**config.mk**
```make
export PLATFORM = sky130hd
export DESIGN_NAME = fbpa_ctrl
export DESIGN_NICKNAME = d
export VERILOG_FILES = /design/src/rtl/fbpa_pkg.sv /design/src/rtl/fbpa_ctrl.sv
export SDC_FILE = /design/constraint.sdc
export NUM_CORES = 1
export LEC_CHECK = 0
export BUFFER_PORTS_ARGS = -buffer_cell sky130_fd_sc_hd__buf_2
export CAP_MARGIN = 20
export CORE_AREA = 2 2 39 41
export DETAILED_ROUTE_END_ITERATION = 10
export DIE_AREA = 0 0 41 43
export PLACE_DENSITY = 0.48
export SLEW_MARGIN = 20
export SYNTH_ARGS = -nofsm -noshare
export SYNTH_HDL_FRONTEND = slang
export SYNTH_SLANG_ARGS = --single-unit
```
**constraint.sdc**
```tcl
create_clock -name i_clk -period 1 [get_ports i_clk]
set_input_delay 0.1 -clock i_clk [delete_from_list [all_inputs] [get_ports i_clk]]
set_output_delay 0.1 -clock i_clk [all_outputs]
set_load 0.03 [all_outputs]
```
**src/rtl/fbpa_pkg.sv**
```systemverilog
// shared constants, codes and control/status types of the block pool allocator
`default_nettype none

package fbpa_pkg;

    // pool geometry
    localparam int PAGE_W     = 4;
    localparam int SLOT_W     = 8;
    localparam int ID_W       = PAGE_W + SLOT_W;
    localparam int LINK_DEPTH = 1 << ID_W;
    localparam int SPP_W      = SLOT_W + 1;
    localparam int FREE_W     = 13;
    localparam int PAGES_W    = PAGE_W + 1;
    localparam int CAP_W      = PAGES_W + SPP_W;

    // field and register widths
    localparam int MODE_W     = 2;
    localparam int STATUS_W   = 2;
    localparam int ADDR_W     = 20;
    localparam int DSIZE_W    = 13;
    localparam int PSIZE_W    = 17;
    localparam int ALIGN_W    = 3;
    localparam int BB_W       = 14;
    localparam int CFG_IDX_W  = 2;
    localparam int CFG_DATA_W = 17;
    localparam int QUO_W      = PSIZE_W;
    localparam int CNT_W      = 5;

    // fixed pool constants
    localparam logic [PAGES_W-1:0] MAX_PAGES          = 5'd16;
    localparam logic [SPP_W-1:0]   MAX_BLOCKS_PER_PAGE = 9'd256;
    localparam logic [DSIZE_W-1:0] BLOCK_HEADER_BYTES = 13'd8;
    localparam logic [PSIZE_W-1:0] PAGE_HEADER_BYTES  = 17'd8;

    // operation codes
    localparam logic [MODE_W-1:0] MODE_ALLOC    = 2'd0;
    localparam logic [MODE_W-1:0] MODE_FREE     = 2'd1;
    localparam logic [MODE_W-1:0] MODE_FREE_ALL = 2'd2;
    localparam logic [MODE_W-1:0] MODE_NONE     = 2'd3;

    // status codes
    localparam logic [STATUS_W-1:0] STATUS_OK       = 2'd0;
    localparam logic [STATUS_W-1:0] STATUS_NO_PAGES = 2'd1;
    localparam logic [STATUS_W-1:0] STATUS_NO_SLOTS = 2'd2;
    localparam logic [STATUS_W-1:0] STATUS_BAD      = 2'd3;

    // register indexes
    localparam logic [CFG_IDX_W-1:0] CFG_DATA_SIZE  = 2'd0;
    localparam logic [CFG_IDX_W-1:0] CFG_PAGE_SIZE  = 2'd1;
    localparam logic [CFG_IDX_W-1:0] CFG_ALIGN_LOG2 = 2'd2;

    // reset values of registers and derived values
    localparam logic [DSIZE_W-1:0] RST_DATA_SIZE   = 13'd8;
    localparam logic [PSIZE_W-1:0] RST_PAGE_SIZE   = 17'd4096;
    localparam logic [ALIGN_W-1:0] RST_ALIGN_LOG2  = 3'd3;
    localparam logic [BB_W-1:0]    RST_BLOCK_BYTES = 14'd8;
    localparam logic [SPP_W-1:0]   RST_SLOTS       = 9'd256;

    // commands from controller to datapath
    typedef struct packed {
        logic capture;
        logic exec;
        logic mul;
        logic load_out;
    } t_cmd;

    // status from datapath to controller
    typedef struct packed {
        logic cfg_hit;
        logic derive_busy;
    } t_stat;

endpackage

`default_nettype wire

```
**src/rtl/fbpa_ctrl.sv**
```systemverilog
// controller state machine: item sequencing, size derivation wait, result handshake
`default_nettype none

module fbpa_ctrl (
    input  wire logic              i_clk,
    input  wire logic              i_rst_n,
    input  wire logic              i_in_valid,
    input  wire logic              i_out_ready,
    input  wire fbpa_pkg::t_stat   i_stat,
    output logic                   o_in_ready,
    output logic                   o_out_valid,
    output fbpa_pkg::t_cmd         o_cmd
);

    typedef enum logic [4:0] {
        ST_DERIVE = 5'b00001,
        ST_IDLE   = 5'b00010,
        ST_EXEC   = 5'b00100,
        ST_MUL    = 5'b01000,
        ST_FIN    = 5'b10000
    } t_state;

    t_state r_state;
    t_state n_state;
    logic   r_out_valid;
    logic   n_out_valid;

    // next state and commands
    always_comb begin
        n_state        = r_state;
        o_cmd.capture  = 1'b0;
        o_cmd.exec     = 1'b0;
        o_cmd.mul      = 1'b0;
        o_cmd.load_out = 1'b0;
        case (r_state)
            ST_DERIVE: begin
                if (!i_stat.derive_busy) begin
                    n_state = ST_IDLE;
                end
            end
            ST_IDLE: begin
                if (i_stat.cfg_hit) begin
                    n_state = ST_DERIVE;
                end else if (i_in_valid) begin
                    o_cmd.capture = 1'b1;
                    n_state       = ST_EXEC;
                end
            end
            ST_EXEC: begin
                o_cmd.exec = 1'b1;
                n_state    = ST_MUL;
            end
            ST_MUL: begin
                o_cmd.mul = 1'b1;
                n_state   = ST_FIN;
            end
            ST_FIN: begin
                if (!r_out_valid || i_out_ready) begin
                    o_cmd.load_out = 1'b1;
                    n_state        = ST_IDLE;
                end
            end
            default: begin
                n_state = ST_IDLE;
            end
        endcase
    end

    // result valid flag
    always_comb begin
        if (o_cmd.load_out) begin
            n_out_valid = 1'b1;
        end else if (i_out_ready) begin
            n_out_valid = 1'b0;
        end else begin
            n_out_valid = r_out_valid;
        end
    end

    always_ff @(posedge i_clk) begin
        if (!i_rst_n) begin
            r_state     <= ST_IDLE;
            r_out_valid <= 1'b0;
        end else begin
            r_state     <= n_state;
            r_out_valid <= n_out_valid;
        end
    end

    // no request transfer in a cycle with a config write
    assign o_in_ready  = (r_state == ST_IDLE) && !i_stat.cfg_hit;
    assign o_out_valid = r_out_valid;

endmodule

`default_nettype wire

```
### After elaboration in Yosys (flattened, before gate mapping)

Cells that the tools add are included.

* reductions and logical operators: 6
* equal/unequal tests: 8
* muxes and demuxes: 14

Operator list (count)
* 5-bit case mux with 5 select lines: 1
* 5-bit two-way mux: 4
* 1-bit two-way mux: 9
* 5-bit by 1-bit equality test with 1-bit output (second input constant): 1
* 5-bit by 2-bit equality test with 1-bit output (second input constant): 1
* 5-bit by 3-bit equality test with 1-bit output (second input constant): 1
* 5-bit by 4-bit equality test with 1-bit output (second input constant): 1
* 5-bit equality test (second input constant): 1
* 2-bit inequality test (second input constant): 2
* 3-bit inequality test (second input constant): 1
* 3-bit AND reduction: 1
* 1-bit zero test: 2
* 2-bit nonzero test: 1
* 1-bit logical AND: 1
* 1-bit logical OR: 1

* bits in registers: 6
* bits of input ports: 6
* word-level logic and storage cells: 30
* output and inout port bits: 6

### Logic depth before layout (Yosys ltp)

Gate-level depths: netlist of the first run.

* word-level depth: 5
* depth in mapped cells: 4

### Least setup slack after synthesis of the first run

No wires, ideal clock.

* path type: register to output
* from: register r_state[4]
* to: output o_cmd[3] (netlist bit)
* buffers on the path: 0
* data arrival time: 1.218 ns
* slack: -0.318 ns
* cell stages (with the launch flop): 5
* path through: dfxtp_1 -> nor3_1 -> nand3_1 -> inv_1 -> and2_1

RTL lines
* from (decl): line fbpa_ctrl.sv:23 `t_state r_state;`
* from (signal assigned): line fbpa_ctrl.sv:85 `r_state <= n_state;`
* to (decl): line fbpa_ctrl.sv:12 `output fbpa_pkg::t_cmd o_cmd`

==> metrics.md, run 1 <==
| Metric | Value |
|---|---|
| Worst vdd rail ir drop | `0.7595 mV` |
| Power Density | `1268 nW/um^2` |
| Fin nets | `67` |
| Yosys warns | `0` |
| CTS Hold Bufs | `0` |
| Core Rows | `14` |
| Via-to-Cell Ratio | `4.553` |
| Design Area, Final | `584.3 sq um` |
| Fin cells | `76` |
| Mapped Nets | `44` |
| #FFs+latches synth | `6` |
| Final Skew | `0.6960 ps` |
| RSZ-0062 raised after global routing | `true` |
| Die Y | `43 um` |
| Total I/O pin count | `12` |
| Total grt overflow | `0` |
| Max-capacitance violation count | `0` |
| Crit path time final | `1313 ps` |
| Initial antenna violation count | `0` |
| Die width | `41 um` |
| Fin crit share | `1.313` |
| Layout area overhead | `76.89%` |
| Worst-Skew Late Latency | `240 ps` |
| Final setup viols | `7` |
| Leak Pwr | `0.2786 nW` |
| Synth cell types | `22` |
| Post-Syn Area | `330.3 sq um` |
| DRT antenna net count | `0` |
| Initial DRC count | `3` |
| Layout fillers | `140` |
| Placed cell areas | `459.2 sq um` |
| Die ar. | `1763 sq um` |
| Design Power | `0.7406 mW` |
| Vias in the first global route | `324` |
| Placed insts | `69` |
| TritonRoute pass-1 iters | `3` |
| TritonCTS Buffers | `3` |
| Fmax | `761.4 MHz` |
| Total number of vias | `346` |
| Crit path DAT | `1210 ps` |
| Slew of the pin with the lowest slew margin | `234.0 ps` |
| CTS tree | `built` |
| Max_slew headroom | `0.8419` |
| Drt total wl | `809 um` |
| Syn Inst Count | `38` |
| Status | `finished, violations left` |
| DP HPWL | `588.7 um` |
| Share of cells above drive strength 1 | `0.6833` |
| Critical Path Fanout Max | `5` |
| Clock-pin slew on the worst setup and hold paths | `50 ps` |
| CTS root buf | `clkbuf_4` |
| H-Tree Depth | `1` |
| Slew Viols, Final | `0` |
| Starting density of the core | `0.2387` |
| CP endpoint kind | `output port` |
| Drt drc | `0` |
| Req. time, crit path | `900 ps` |
| Global-route wire length before repair | `1.317 mm` |
| Final hold vios | `0` |
| Clock sink total | `6` |
| Wire per inst | `10.64 um` |
| Setup TNS | `-1569 ps` |
| Pin count of the biggest net entering global routing | `7` |
| CP Class | `reg -> out` |
| Clock Path Buffers | `2` |
| GRT Util Overall | `0.1167` |
| Crit start category | `flip-flop` |
| Worst setup margin | `-313.3 ps` |
| Placer Congestion | `0.7371` |
| Core box area | `1384 sq um` |
| Failing checks | `negative setup slack` |
| Worst hold-check path type | `in -> reg` |
| PortBufs | `11` |
| Syn_area_per_cell | `8.693 sq um` |
| ANT cells | `0` |
| Sequential share of the synthesized area | `0.3636` |
cells by family (layout without fill, tap and decap cells):
kind of cell	Yosys count	count (layout)	share of synthesized area
AOI/OAI and AO/OA	4	4	0.1174
xor gates and xnor gates	1	1	0.02652
buffers and inverters	3	25	0.05679
DFF	6	6	0.3637
and+or+nand+nor	24	24	0.4356
cell type report:
class	instances	area [sq um]	share of cell area
sequential	6	140.1	0.2398
timing repair buffer	20	151.4	0.2591
multi-input combinational	29	242.7	0.4154
tap	16	20.02	0.03426
clock buffer	4	26.28	0.04497
inverter	1	3.754	0.006424
stage by stage:
stage                     hold WS (ps)    util  setup WS, ps
final                            61.09  0.4222        -313.3
after floorplan                  185.6       -        -88.97
after global placement           314.8  0.3318        -187.1
after global routing             57.30  0.4222        -381.5
after CTS                        58.48  0.3843        -336.1
after detailed placement         315.7  0.3318        -188.1
synthesized netlist by cell type (all sizes together):
cell | instances | share of area
and3 | 2 | 0.038
nand2b | 1 | 0.019
inv | 1 | 0.011
nor4b | 1 | 0.027
dfxtp | 6 | 0.36
nand3b | 1 | 0.023
nor2 | 4 | 0.045
nor2b | 3 | 0.057
nand3 | 1 | 0.015
a21oi | 1 | 0.015
o211a | 1 | 0.030
nor3 | 4 | 0.061
a21boi | 1 | 0.023
o32ai | 1 | 0.049
nand2 | 2 | 0.023
xor2 | 1 | 0.027
and2 | 2 | 0.042
and3b | 1 | 0.027
and4b | 1 | 0.030
buf | 2 | 0.045
nor4bb | 1 | 0.030
worst max-delay path: stages, from the launching register on:
cell	delay (ps)
dfxtp_4	360
nor3_4	180
nand3_2	110
inv_2	70
and2_4	130
buf_6	120
repair_timing:
action | in CTS | in global routing
resized for setup | 10 | 13
pin swaps | 5 | 6
endpoints found under the setup margin | 7 | 10
buffers inserted | 2 | 1
routing by layer:
| metal | routed length [um] | GRT usage | vias up | share of wire |
|---|---|---|---|---|
| li1 | - | - | 182 | - |
| met1 | 333 | 0.1392 | 150 | 0.41 |
| met2 | 419 | 0.1625 | 12 | 0.52 |
| met3 | 45 | 0.03141 | 2 | 0.056 |
| met4 | 11 | 0.1000 | 0 | 0.014 |
| met5 | 0 | 0 | - | 0 |
path summary, 6_finish.rpt:
kind         slack (ps)          end   startpoint  cells after the start
max                -310     o_cmd[3]   r_state[4]                      5
min                  60   r_state[1]   i_in_valid                      2
max reg2reg        -150   r_state[1]   r_state[3]                      4
min reg2reg         510  o_out_valid  o_out_valid                      2
report_power, final:
part / leakage [nW] / total [mW] / switching, mW / internal, mW
sequential: 0.0526 / 0.280 / 0.0286 / 0.251
combinational: 0.211 / 0.219 / 0.0958 / 0.124
clock: 0.0150 / 0.242 / 0.0903 / 0.151
total: 0.279 / 0.741 / 0.215 / 0.526
placed cells by master, fill, tap and decap left out, types with 2 or more instances in the layout:
cell      count
and2_4        2
and3_1        2
buf_2         7
buf_4         8
buf_6         5
clkbuf_4      3
dfxtp_4       5
nor2_1        2
nor2b_1       2
nor3_4        2
registers in the layout, summed over array words and instances, names as in the netlist:
name and flops:
r_state 5, o_out_valid 1
No activity file was read; power rests on OpenSTA's default activity.
==> inputs of run 2 (changes only) <==
--- a/config.mk
+++ b/config.mk
@@ -5,13 +5,16 @@
 export SDC_FILE = /design/constraint.sdc
 export NUM_CORES = 1
 export LEC_CHECK = 0
+export ABC_AREA = 1
 export BUFFER_PORTS_ARGS = -buffer_cell sky130_fd_sc_hd__buf_2
 export CAP_MARGIN = 20
 export CORE_AREA = 2 2 39 41
+export CTS_BUF_LIST = sky130_fd_sc_hd__clkbuf_4 sky130_fd_sc_hd__clkbuf_8
 export DETAILED_ROUTE_END_ITERATION = 10
 export DIE_AREA = 0 0 41 43
-export PLACE_DENSITY = 0.48
+export PLACE_DENSITY = 0.54
 export SLEW_MARGIN = 20
 export SYNTH_ARGS = -nofsm -noshare
 export SYNTH_HDL_FRONTEND = slang
 export SYNTH_SLANG_ARGS = --single-unit
+export TNS_END_PERCENT = 5
==> metrics.md, run 2 <==
| Metric | Value |
|---|---|
| Max-capacitance violation count | `0 (unchanged)` |
| Crit start category | `flip-flop` |
| Leak Pwr | `0.2740 nW (-1.6%)` |
| Clock Path Buffers | `2 (unchanged)` |
| Drt total wl | `724 um (-11%)` |
| CP endpoint kind | `output port` |
| Design Power | `0.7514 mW (+1.5%)` |
| Power Density | `1289 nW/um^2 (+1.7%)` |
| #FFs+latches synth | `6 (unchanged)` |
| Top_reg_cell synth | `dfxtp_1` |
| Worst setup margin | `-278.9 ps (+34.38 ps)` |
| Total grt overflow | `0 (unchanged)` |
| CP Buf/Inv Count | `1 (-1)` |
| Worst vdd rail ir drop | `0.5105 mV (-33%)` |
| Fin nets | `81 (+21%)` |
| TritonCTS Buffers | `3 (unchanged)` |
| Total number of vias | `367 (+6.1%)` |
| Async SR Flop Fraction | `0 (unchanged)` |
| CP Class | `reg -> out` |
| Starting density of the core | `0.2830 (+0.04430)` |
| Delay-heaviest family, CP | `simple AND/OR/NAND/NOR gates` |
| CTS tree | `built` |
| Post-Syn Area | `391.6 sq um (+19%)` |
| Core Rows | `14 (unchanged)` |
| TritonRoute pass-1 iters | `1 (-2)` |
| DP HPWL | `608.4 um (+3.3%)` |
| Crit path DAT | `1180 ps (-30 ps)` |
| Clock sink total | `6 (unchanged)` |
| Dominant cell type by area after synthesis | `dfxtp_1` |
| Final hold vios | `0 (unchanged)` |
| RSZ-0062 raised after global routing | `true` |
| Req. time, crit path | `900 ps (about the same)` |
| Vias in the first global route | `354 (+9.3%)` |
| EDFF count, synth | `0 (unchanged)` |
| Initial DRC count | `0 (-3)` |
| Biggest register | `r_state` |
| Fin crit share | `1.279 (-0.03438)` |
| Placed cell areas | `513.0 sq um (+12%)` |
| Clock-pin slew on the worst setup and hold paths | `50 ps (about the same)` |
| Failing checks | `negative setup slack` |
| Slowest CP cell | `dfxtp_2` |
| Initial antenna violation count | `0 (unchanged)` |
| ANT cells | `0 (unchanged)` |
| Yosys warns | `0 (unchanged)` |
| Syn_area_per_cell | `7.389 sq um (-15%)` |
| Most common cell after layout, fill and taps aside | `buf_4` |
| Sequential share of the synthesized area | `0.3067 (-0.05693)` |
| PortBufs | `11 (unchanged)` |
| Drt drc | `0 (unchanged)` |
| H-Tree Depth | `1 (unchanged)` |
| Highest-count cells in the layout ignoring fill and taps | `buf_4, nor2_1, inv_1, buf_2` |
| Die width | `41 um (unchanged)` |
| Top cells by area, synth | `dfxtp_1, inv_1, nor2_1, nand2_4, nor2_4` |
| Crit path time final | `1279 ps (-34.38 ps)` |
| Core box area | `1384 sq um (unchanged)` |
| Die ar. | `1763 sq um (unchanged)` |
| Total I/O pin count | `12 (unchanged)` |
| Design Area, Final | `583.1 sq um (-0.21%)` |
| Via-to-Cell Ratio | `4.124 (-9.4%)` |
| Slew Viols, Final | `0 (unchanged)` |
| Fmax | `781.9 MHz (+2.7%)` |
| Worst-Skew Late Latency | `240 ps (about the same)` |
| Max_slew headroom | `0.8507 (+0.008856)` |
| Synth top area share | `0.3067 (-0.05693)` |
| Status | `finished, violations left` |
| Layout fillers | `155 (+11%)` |
| Placer Congestion | `0.6394 (-13%)` |
| Crit-path max cell delay | `330 ps (-30 ps)` |
| Die Y | `43 um (unchanged)` |
| Syn Inst Count | `53 (+39%)` |
| Final Skew | `5.796 ps (+5.100 ps)` |
| Cells along the critical path | `nor2_4, nand2_4, nor2_8, nand2_4, nor2_4, buf_6` |
| Final setup viols | `8 (+1)` |
| DRT antenna net count | `0 (unchanged)` |
| GRT Util Overall | `0.1157 (-0.001006)` |
| Global-route wire length before repair | `1.269 mm (-3.6%)` |
| Wire per inst | `8.135 um (-24%)` |
| Mapped Nets | `59 (+34%)` |
| CTS root buf | `clkbuf_4` |
| Critical Path Fanout Max | `4 (-1)` |
| Slew of the pin with the lowest slew margin | `223.7 ps (-10.34 ps)` |
| Number of flip-flops under the largest register name | `5 (unchanged)` |
| Share of cells above drive strength 1 | `0.6301 (-0.05320)` |
| Pin count of the biggest net entering global routing | `7 (unchanged)` |
| Commonest cells in the netlist | `inv_1, nor2_1, dfxtp_1` |
| Worst hold-check path type | `in -> reg` |
| Layout area overhead | `48.88%` |
| Synth cell types | `19 (-14%)` |
[run 2: cell types whose count changed after synthesis, moves of 3 or more]
cell,before,now
inv_1,1,10
nor3_1,4,1
nor2_1,4,10
nand2_1,2,5
nor2b_1,3,0
[run 2: logic make-up (layout without fill, tap and decap cells)]
family	count (synthesis)	after routing	synth area share
compound gates	4	4	0.06391
buf+inv	14	34	0.1534
flops	6	6	0.3067
simple gates	29	29	0.4760
[run 2: report_power, final]
part	internal, mW	total, mW	switching [mW]
combinational	0.121	0.252	0.131
clock	0.136	0.226	0.0903
sequential	0.255	0.274	0.0185
total	0.512	0.751	0.240
[run 2: through the flow]
stage / instances / hold slack (ps) / worst slack [ps] / setup TNS (ps) / util
finish: 89 / 124.0 / -278.9 / -1238 / 0.4213
global route: 89 / 123.4 / -361.4 / -1844 / 0.4213
CTS: 89 / 117.8 / -301.5 / -1399 / 0.4177
detailed placement: 85 / 373.7 / -101.6 / -301.0 / 0.3707
global placement: 85 / 372.1 / -77.54 / -194.1 / 0.3707
floorplan: 53 / 242.8 / -63.27 / -145.7 / -
[run 2: area by class of cell]
cell class	instances	area, sq um	area share
Clock buffer	3	22.52	0.03863
Multi-Input combinational cell	33	231.5	0.3970
Timing Repair Buffer	19	138.9	0.2382
Tap cell	16	20.02	0.03433
Sequential cell	6	125.1	0.2146
Inverter	12	45.04	0.07725
[run 2: worst min-delay path: stages]
cell and delay [ps]:
buf_2 110, nand2_2 60, a21oi_2 40
[run 2: timing repair]
item                                    in CTS  in global routing
resized for setup                           14                  3
hold buffers                                 0                  0
buffers inserted                             1                  0
endpoints found under the setup margin       8                  9
pin swaps                                    2                  1
[run 2: routing by layer]
layer,global-route usage,vias up,share of wire
met5,0,-,0
met4,0.1200,0,0.026
met3,0.04712,2,0.062
met2,0.1563,11,0.48
met1,0.1230,154,0.44
li1,-,200,-
[run 2: path summary, 6_finish.rpt]
kind	startpoint	to	slack, ps	cells past startpoint
max	r_state[2]	o_cmd[3]	-280	6
min	i_stat[1]	r_state[0]	120	3
max reg2reg	r_state[2]	r_state[1]	-70	7
min reg2reg	o_out_valid	o_out_valid	570	4
